File: config.mk
export PLATFORM = sky130hd
export DESIGN_NAME = pigeonhole_sort
export DESIGN_NICKNAME = d
export VERILOG_FILES = /design/src/rtl/core/pgs_pkg.sv /design/src/rtl/core/pgs_bin_ram.sv /design/src/rtl/core/pigeonhole_sort.sv
export SDC_FILE = /design/constraint.sdc
export NUM_CORES = 1
export LEC_CHECK = 0
export BUFFER_PORTS_ARGS = -buffer_cell sky130_fd_sc_hd__buf_2
export CORE_MARGIN = 2
export CORE_UTILIZATION = 50
export CTS_BUF_LIST = sky130_fd_sc_hd__clkbuf_16
export CTS_CLUSTER_SIZE = 14
export DETAILED_ROUTE_END_ITERATION = 10
export PLACE_DENSITY_LB_ADDON = 0.1
export SETUP_SLACK_MARGIN = 0.05
export SLEW_MARGIN = 0
export SYNTH_ARGS = -nofsm -noshare
export SYNTH_HDL_FRONTEND = slang
export SYNTH_SLANG_ARGS = --single-unit
export TNS_END_PERCENT = 5
File: constraint.sdc
create_clock -name clk -period 10.9 [get_ports clk]
set_clock_uncertainty 0.15 [all_clocks]
set_input_delay 0.545 -clock clk [delete_from_list [all_inputs] [get_ports clk]]
set_output_delay 0.545 -clock clk [all_outputs]
set_load 0.005 [all_outputs]
File: src/rtl/core/pgs_pkg.sv
// Package for the pigeonhole sorter: fixed field widths and sequencer states.
// No dependencies; imported by pigeonhole_sort.
package pgs_pkg;

	// Width of a key on either side
	localparam int KEY_W  = 7;
	// Stream data width, key padded to a whole byte
	localparam int DATA_W = 8;

	typedef enum logic [2:0] {
		ST_LOAD,
		ST_DRAIN,
		ST_READ,
		ST_EMIT,
		ST_CLEAR
	} pgs_state_t;

endpackage

File: src/rtl/core/pgs_bin_ram.sv
// Bin count store: one write port, one registered read port, per-entry valid bits.
// Self-contained, no package needed; instantiated by pigeonhole_sort.
module pgs_bin_ram #(
	parameter int DEPTH  = 128,
	parameter int ADDR_W = 7,
	parameter int CNT_W  = 6
) (
	input  logic              clk,
	input  logic              arst_n,
	input  logic              rd_en,
	input  logic [ADDR_W-1:0] rd_addr,
	input  logic              wr_en,
	input  logic [ADDR_W-1:0] wr_addr,
	input  logic [CNT_W-1:0]  wr_data,
	input  logic              clr_all,
	output logic [CNT_W-1:0]  rd_data
);
	logic [CNT_W-1:0] mem [DEPTH];
	logic [DEPTH-1:0] valid_q;
	logic [CNT_W-1:0] rd_word_q;
	logic             rd_vld_q;

	// Write the count array
	always_ff @(posedge clk) begin
		if (wr_en) begin
			mem[wr_addr] <= wr_data;
		end
	end

	// Read the count array, registered
	always_ff @(posedge clk) begin
		if (rd_en) begin
			rd_word_q <= mem[rd_addr];
		end
	end

	// Track written entries; clear all at reset and at end of a set
	always_ff @(posedge clk or negedge arst_n) begin
		if (!arst_n) begin
			valid_q  <= '0;
			rd_vld_q <= 1'b0;
		end else begin
			if (rd_en) begin
				rd_vld_q <= valid_q[rd_addr];
			end
			if (clr_all) begin
				valid_q <= '0;
			end else if (wr_en) begin
				valid_q[wr_addr] <= 1'b1;
			end
		end
	end

	// Unwritten entries read as zero
	assign rd_data = rd_vld_q ? rd_word_q : '0;

endmodule

File: src/rtl/core/pigeonhole_sort.sv
// Pigeonhole (counting) sorter top level: load sequencer, bin walk and output register.
// Depends on pgs_pkg and pgs_bin_ram.
//
// Channel | Dir | Word contents                          | Accepted when
// s_*     | in  | tdata[6:0] key_value, tlast last_item  | s_tvalid && s_tready
// m_*     | out | tdata[6:0] sorted_key, tlast last_result, tuser overflowed
//                                                        | m_tvalid && m_tready
//
// Loading takes one key per cycle; a key's bin is read as the key is taken and written
// the cycle after, with a bypass when consecutive keys hit the same bin.
// After the last key the bin store is walked from key 0 upward: each bin visited is read,
// then its results are emitted; the walk ends at the bin holding the final result, and
// the bin store is then cleared. s_tready stays low for the whole walk.
// Reset clears all bins through per-entry valid bits; no clearing pass is needed.
// m_tready low holds the output register and pauses the walk.
module pigeonhole_sort #(
	parameter int KEY_RANGE = 128,
	parameter int MAX_ITEMS = 32
) (
	input  logic                      clk,
	input  logic                      arst_n,
	input  logic                      s_tvalid,
	output logic                      s_tready,
	input  logic [pgs_pkg::DATA_W-1:0] s_tdata,  // [6:0] key_value, [7] zero
	input  logic                      s_tlast,  // last_item
	output logic                      m_tvalid,
	input  logic                      m_tready,
	output logic [pgs_pkg::DATA_W-1:0] m_tdata,  // [6:0] sorted_key, [7] zero
	output logic                      m_tlast,  // last_result
	output logic                      m_tuser   // [0] overflowed
);
	import pgs_pkg::*;

	localparam int BIN_W = (KEY_RANGE > 1) ? $clog2(KEY_RANGE) : 1;
	localparam int CNT_W = $clog2(MAX_ITEMS + 1);

	pgs_state_t state_q, state_d;

	logic [KEY_W-1:0] in_key;
	logic [BIN_W-1:0] in_bin;
	logic             in_acc;
	logic             in_count;

	logic [CNT_W-1:0] items_q;
	logic             ovf_q;

	logic             upd_vld_s1;
	logic [BIN_W-1:0] bin_s1;
	logic             fwd_s1;
	logic [CNT_W-1:0] fwd_val_s1;
	logic [CNT_W-1:0] new_cnt;

	logic [BIN_W-1:0] bin_q;
	logic [CNT_W-1:0] emit_cnt_q;
	logic [CNT_W-1:0] left_q;
	logic             bin_done;
	logic             bin_last;
	logic             slot_free;
	logic             emit_go;

	logic             rd_en;
	logic [BIN_W-1:0] rd_addr;
	logic             clr_all;
	logic [CNT_W-1:0] rd_data;

	logic             out_vld_q;
	logic [KEY_W-1:0] out_key_q;
	logic             out_last_q;
	logic             out_ovf_q;

	// Decode the input word
	assign in_key   = s_tdata[KEY_W-1:0];
	assign in_bin   = BIN_W'(in_key);
	assign in_acc   = s_tvalid && s_tready;
	assign in_count = (32'(in_key) < KEY_RANGE) && (32'(items_q) < MAX_ITEMS);

	// Bin count with bypass of the write still in flight
	assign new_cnt = (fwd_s1 ? fwd_val_s1 : rd_data) + CNT_W'(1);

	// Walk status
	assign bin_done  = (emit_cnt_q == rd_data);
	assign bin_last  = (32'(bin_q) == KEY_RANGE - 1);
	assign slot_free = !out_vld_q || m_tready;

	// Next state
	always_comb begin
		state_d = state_q;
		unique case (state_q)
			ST_LOAD: begin
				if (in_acc && s_tlast) begin
					state_d = ST_DRAIN;
				end
			end
			ST_DRAIN: begin
				state_d = (items_q == '0) ? ST_CLEAR : ST_READ;
			end
			ST_READ: begin
				state_d = ST_EMIT;
			end
			ST_EMIT: begin
				if (bin_done) begin
					state_d = bin_last ? ST_CLEAR : ST_READ;
				end else if (slot_free && left_q == CNT_W'(1)) begin
					state_d = ST_CLEAR;
				end
			end
			ST_CLEAR: begin
				state_d = ST_LOAD;
			end
			default: begin
				state_d = ST_LOAD;
			end
		endcase
	end

	// Sequencer outputs
	always_comb begin
		s_tready = 1'b0;
		rd_en    = 1'b0;
		rd_addr  = bin_q;
		clr_all  = 1'b0;
		emit_go  = 1'b0;
		unique case (state_q)
			ST_LOAD: begin
				s_tready = 1'b1;
				rd_en    = in_acc && in_count;
				rd_addr  = in_bin;
			end
			ST_DRAIN: begin
			end
			ST_READ: begin
				rd_en = 1'b1;
			end
			ST_EMIT: begin
				emit_go = !bin_done && slot_free;
			end
			ST_CLEAR: begin
				clr_all = 1'b1;
			end
			default: begin
			end
		endcase
	end

	// State register
	always_ff @(posedge clk or negedge arst_n) begin
		if (!arst_n) begin
			state_q <= ST_LOAD;
		end else begin
			state_q <= state_d;
		end
	end

	// Load side: count keys, flag drops, stage the bin update
	always_ff @(posedge clk or negedge arst_n) begin
		if (!arst_n) begin
			items_q    <= '0;
			ovf_q      <= 1'b0;
			upd_vld_s1 <= 1'b0;
		end else begin
			upd_vld_s1 <= in_acc && in_count;
			if (clr_all) begin
				items_q <= '0;
				ovf_q   <= 1'b0;
			end else if (in_acc) begin
				if (in_count) begin
					items_q <= items_q + CNT_W'(1);
				end else begin
					ovf_q <= 1'b1;
				end
			end
		end
	end

	// Hold the bin address and bypass data for the update stage
	always_ff @(posedge clk) begin
		if (in_acc && in_count) begin
			bin_s1     <= in_bin;
			fwd_s1     <= upd_vld_s1 && (bin_s1 == in_bin);
			fwd_val_s1 <= new_cnt;
		end
	end

	// Walk counters
	always_ff @(posedge clk or negedge arst_n) begin
		if (!arst_n) begin
			bin_q      <= '0;
			emit_cnt_q <= '0;
			left_q     <= '0;
		end else begin
			if (state_q == ST_DRAIN) begin
				left_q <= items_q;
			end else if (emit_go) begin
				left_q <= left_q - CNT_W'(1);
			end
			if (clr_all) begin
				bin_q      <= '0;
				emit_cnt_q <= '0;
			end else if (state_q == ST_EMIT) begin
				if (bin_done) begin
					emit_cnt_q <= '0;
					if (!bin_last) begin
						bin_q <= bin_q + BIN_W'(1);
					end
				end else if (emit_go) begin
					emit_cnt_q <= emit_cnt_q + CNT_W'(1);
				end
			end
		end
	end

	// Bin store
	pgs_bin_ram #(
		.DEPTH  (KEY_RANGE),
		.ADDR_W (BIN_W),
		.CNT_W  (CNT_W)
	) u_bins (
		.clk     (clk),
		.arst_n  (arst_n),
		.rd_en   (rd_en),
		.rd_addr (rd_addr),
		.wr_en   (upd_vld_s1),
		.wr_addr (bin_s1),
		.wr_data (new_cnt),
		.clr_all (clr_all),
		.rd_data (rd_data)
	);

	// Output register: load on emit, drop when taken
	always_ff @(posedge clk or negedge arst_n) begin
		if (!arst_n) begin
			out_vld_q <= 1'b0;
		end else if (emit_go) begin
			out_vld_q <= 1'b1;
		end else if (m_tready) begin
			out_vld_q <= 1'b0;
		end
	end

	always_ff @(posedge clk) begin
		if (emit_go) begin
			out_key_q  <= KEY_W'(bin_q);
			out_last_q <= (left_q == CNT_W'(1));
			out_ovf_q  <= ovf_q;
		end
	end

	assign m_tvalid = out_vld_q;
	assign m_tdata  = DATA_W'(out_key_q);
	assign m_tlast  = out_last_q;
	assign m_tuser  = out_ovf_q;

endmodule
# == Yosys cells after proc, flatten, opt, wreduce, memory -nomap -nowiden ==
# Memory sizes are Yosys's and may differ from the RTL's. A register that Yosys moved wholly into a read port is not among the register bits.
# Cells that the tools add are included.
# totals
register_bits,183
mem_bits_rw,768
in_bits,13
out_inout_bits,12
elab_cells,103
n_memories,1
# memory_table
name,depth,word_bits,read_ports,rd_ports_with_merged_regs,wr,line_no,text
u_bins.mem,128,6,1,1,1,pgs_bin_ram.sv:18,logic [CNT_W-1:0] mem [DEPTH];
# op_classes
addsub,5
magnitude_cmp,4
n_eq_ne,12
n_mux,39
n_bitwise,1
n_reduce_logical,25
# op_table
cell,n
128-bit two-way mux,2
128-bit bitwise OR,1
6-bit two-way mux,11
7-bit two-way mux,5
"6-bit by 1-bit adder with 6-bit output, second input constant",3
"7-bit by 8-bit less-than comparator with 1-bit output, second input constant",2
3-bit two-way mux,5
2-bit nonzero test,7
1-bit two-way mux,12
3-bit case mux with 4 select lines,1
2-bit AND reduction,4
"7-bit by 1-bit adder with 7-bit output, second input constant",1
1-bit binary-select mux with 7-bit select,1
1-bit demux with 7-bit select,1
7-bit == test,1
"7-bit == test, second input constant",1
"7-bit by 1-bit >= comparator with 1-bit output, second input constant",1
1-bit logical AND,7
"3-bit by 2-bit == test with 1-bit output, second input constant",2
"6-bit by 1-bit == test with 1-bit output, second input constant",1
6-bit == test,1
6-bit logical NOT,1
"6-bit less-than comparator, second input constant",1
"6-bit by 1-bit subtractor with 6-bit output, second input constant",1
other kinds (11),13

# == Depth between registers and ports, before layout ==
# logic_depth
ltp_word,9
ltp_mapped,13
depth_no_buf,8

# == Cells and area by module ==
# Synthesis repeated with hierarchy kept, for this count alone.
# hier_totals
hier_cells,2051
hier_area_um2,38256.7
# by_module_without_submodules
mod,n_inst,cells_per_inst,area_each_um2,seq_area_each_um2
pgs_bin_ram,1,1802,35504.1,26470.4
pigeonhole_sort,1,249,2752.6,1466.4

# == Least setup slack after synthesis ==
# OpenSTA, ideal clock, no wires.
# synth_path
path_type,reg2reg
from,register fwd_s1
to,"register fwd_val_s1[5], data pin"
arrival_ns,8.584
path_slack_ns,1.231
stages_incl_launch_ff,7
period_less_slack_ns,9.669
cell_sequence,edfxtp_1 clkbuf_1 a22oi_1 inv_1 nand3_1 nor2_1 xnor2_1
# synth_between
elab_chain_cells,2
# synth_rtl
item,line_no,text
from (decl),pigeonhole_sort.sv:49,logic fwd_s1;
from (signal assigned),pigeonhole_sort.sv:179,fwd_s1 <= upd_vld_s1 && (bin_s1 == in_bin);
6-bit two-way mux,pigeonhole_sort.sv:78,assign new_cnt = (fwd_s1 ? fwd_val_s1 : rd_data) + CNT_W'(1);
6-bit by 1-bit adder with 6-bit output,pigeonhole_sort.sv:78,
net new_cnt[5],pigeonhole_sort.sv:51,logic [CNT_W-1:0] new_cnt;
to (signal assigned),pigeonhole_sort.sv:180,fwd_val_s1 <= new_cnt;
to (decl),pigeonhole_sort.sv:50,logic [CNT_W-1:0] fwd_val_s1;
# The timed path passes the listed nets, and every way through them passes these cells.
# A chain may end at the register's enable or synchronous reset.

# == Worst setup path in the final report ==
# layout_path
from,register state_q[2]
to,"register u_bins.rd_word_q[1], read port of u_bins.mem, data pin"
# layout_between
elab_chain_cells,5
# layout_rtl
item,line_no,text
from (decl),pigeonhole_sort.sv:37,"pgs_state_t state_q, state_d;"
from (signal assigned),pigeonhole_sort.sv:150,state_q <= state_d;
3-bit logical NOT,pigeonhole_sort.sv:123,unique case (state_q)
1-bit two-way mux,pigeonhole_sort.sv:123,
1-bit logical AND,pigeonhole_sort.sv:74,assign in_acc = s_tvalid && s_tready;
1-bit logical AND,pigeonhole_sort.sv:126,rd_en = in_acc && in_count;
1-bit case mux with 2 select lines,pigeonhole_sort.sv:123,
to (decl),pgs_bin_ram.sv:20,logic [CNT_W-1:0] rd_word_q;
# Several ways; a longest one is shown, not always the timed one.

==> metrics.yaml <==
outcome:
  outcome: "completed"
route:
  vias: 25197
  drc_errors: 0
  ant_nets: 0
  wl_per_cell_um: 24.9
  dr.pass1.iters: 5
  drt_iter0_markers: 2523
  routed_wl_um: 104000
  via_per_inst: 6.02
clocking:
  cts_tree: "yes"
  cts.sinks: 957
  worstSkewPairLatency_ns: 0.65
  clkTransAtPathRegs_ns: 0.06
  htreeDepth: 3
  cts_buffer_depth: 3
  cts_root_buf: "clkbuf_16"
  cts_setup_buffers: 0
  cts_buffers: 100
  cts.repair.resized: 0
setup_path:
  crit_path_max_fanout: 74
  required_ns: 11.21
  max_stage_delay_ns: 0.74
  critical_path.endpoint_type: "register"
  cp-start-kind: "register"
  cp.arrival_ns: 6.04
  path_cells: "or4b_2 > buf_4 > and2_4 > buf_4 > buf_4 > a21oi_1 > a221oi_1 > a311oi_1 > nor4_1 > o22ai_1 > nor3_2"
  cp_common_cell: "buf_4"
  slowest_stage: "buf_4"
  crit_type: "register to register"
timing:
  whs_ns: 0.0357
  slew_viol_final: 0
  tightest_slew_ns: 1.20
  finalSetupTns_ns: 0
  relSlewSlack: 0.195
  fin_crit_sh: 0.525
  setup_viol: 0
  finalHoldViolCount: 0
  setup_ws_ns: 5.18
  grt_setup_unrepaired: "false"
  fmax_mhz: 175
  min_period_ns: 5.72
placement:
  place_ws_ns: 5.29
  io_buffers: 22
  dp_hpwl_um: 60300
  gp_congestion: 0.844
  dp_cells: 3989
global_route:
  antenna_found_initial: 0
  grt_pass1_wl_um: 156000
  grt_max_degree: 154
  grt_overflow: 0
  grt_usage: 0.255
  first_global_vias: 24519
cells_and_area:
  area_delta_synth_final_pct: 10.5
  drive_above_1_share: 0.0738
  layoutNonFillerInstCount: 4183
  final_cell_mix: "797 x edfxtp_1, 512 x nand2_1, 427 x nor2_1"
  fill_cells: 6360
  nets: 3074
  layout_commonest_cell: "edfxtp_1"
yosys:
  synth_warnings: 0
  synth_top_area_frac: 0.608
  avgSynthCellArea_sq_um: 12.7
  yosysTopAreaCell: "edfxtp_1"
  synth_nets: 3119
  synth_edf_count: 797
  netlist_area_sq_um: 39400
  synthArstFlopShare: 0.167
  ys_types: 53
  synth-main-ff-cell: "edfxtp_1"
  ys_top_cells_by_area: "edfxtp_1 61%, dfrtp_1 10%, nand2_1 4.9%"
  seq_area_frac_synth: 0.710
  netlist_instances: 3099
  synth_seq_cells: 957
power:
  p_leak_uw: 0.0151
  ir_drop_mv: 0.195
  power.density_nw_per_um2: 266
  power_uw: 11600
job:
  cap_viol_max_count: 0
floorplanning:
  core_region_area_sq_um: 77700
  die_h_um: 285
  num_rows: 102
  dieArea_sq_um: 81000
  io_pins: 25
  fp.dieW_um: 285
  start_util: 0.507
hold_path:
  min_path_type: "input port to register"
## registers in the layout, indices dropped and copies added (netlist names), 3 cells and up
signal,cells
bin_q,7
out_key_q,7
emit_cnt_q,6
u_bins.mem,768
u_bins.rd_word_q,6
fwd_val_s1,6
state_q,3
left_q,6
u_bins.valid_q,128
bin_s1,7
items_q,6
## report_power, final
part	switching [uW]	total [uW]	internal [uW]
Clock	1390	3270	1880
Sequential	152	4820	4670
Combinational	2590	3480	885
Total	4130	11600	7440
## cells in the mapped netlist, types with 3 or more instances
master and instances:
clkbuf_1 129, buf_1 10, nor2b_1 5, buf_6 5, nand2b_1 7, a311oi_1 88, a32oi_1 4, nand4b_1 3
a22oi_1 40, nand3b_1 9, nor4_1 15, nor3_2 6, nor2_1 428, dfrtp_1 160, or4b_1 3, nand3_1 86
buf_2 59, xnor2_1 14, o311ai_0 4, o22ai_1 21, and3_1 79, buf_4 12, mux2_2 3, a211oi_1 111
a22o_1 5, edfxtp_1 797, xor2_1 19, nand4_1 12, ha_1 7, a2111oi_0 3, nor3_1 17, mux2i_1 101
nand2_1 514, a31oi_1 28, inv_1 7, o2111ai_1 4, a21oi_1 198, o21ai_0 14, a221oi_1 51, and2_1 4
## path summary, 6_finish.rpt
check / start / to / slack [ns] / cells past startpoint
setup / recovery: state_q[2] / u_bins.rd_word_q[1] / 5.18 / 11
hold / removal: s_tvalid / ovf_q / 0.04 / 3
setup reg to reg: state_q[2] / u_bins.rd_word_q[1] / 5.18 / 11
hold reg to reg: ovf_q / m_tuser / 0.30 / 0
max in group asynchronous: arst_n / u_bins.valid_q[24] / 9.02 / 3
min in group asynchronous: arst_n / left_q[2] / 0.21 / 2
## final cells by class
cell class | instances | area (sq um) | area share
clock buffer | 104 | 2600 | 0.0598
clock inverter | 86 | 568 | 0.0131
multi-input combinational | 1920 | 10600 | 0.243
timing repair buffer | 68 | 482 | 0.0111
inverter | 7 | 26.3 | 0.000604
tap | 1040 | 1300 | 0.0299
antenna | 1 | 2.50 | 0.0000575
sequential | 957 | 27900 | 0.642
## cell families after synthesis
| kind of cell | synth area share |
|---|---|
| AND/OR/NAND/NOR | 0.129 |
| flip-flops | 0.710 |
| AO/OA/AOI/OAI | 0.100 |
| buffers and inverters | 0.0251 |
| multiplexers | 0.0265 |
| XOR/XNOR | 0.00734 |
| adder cells (fa/ha/maj) | 0.00222 |
| other | 0.0000952 |
## per-stage QoR
stage               instance area [sq um]   util
detailed placement                  40300  0.518
floorplan                           39400      -
finish                              43500  0.560
global placement                    40300  0.518
CTS                                 43500  0.560
global route                        43500  0.560
## timing repair
| item | in CTS | in global routing |
|---|---|---|
| hold buffers | 3 | 0 |
| setup endpoints to repair | 0 | 0 |
| hold endpoints to repair | 36 | 0 |
## worst max-delay path: cells and delay by family (launching register included)
family / cells / cell delay (ns)
simple gates: 4 / 1.56
compound gates: 4 / 0.94
buf+inv: 3 / 2.01
flops: 1 / 0.71
## routing by layer
layer	track usage	share of wire	vias to the layer above
met1	0.362	0.43	12710
met2	0.407	0.48	899
met5	0	0	-
li1	-	-	11414
met4	0.0816	0.029	0
met3	0.0392	0.066	174
Power figures use the tool's default switching activity.
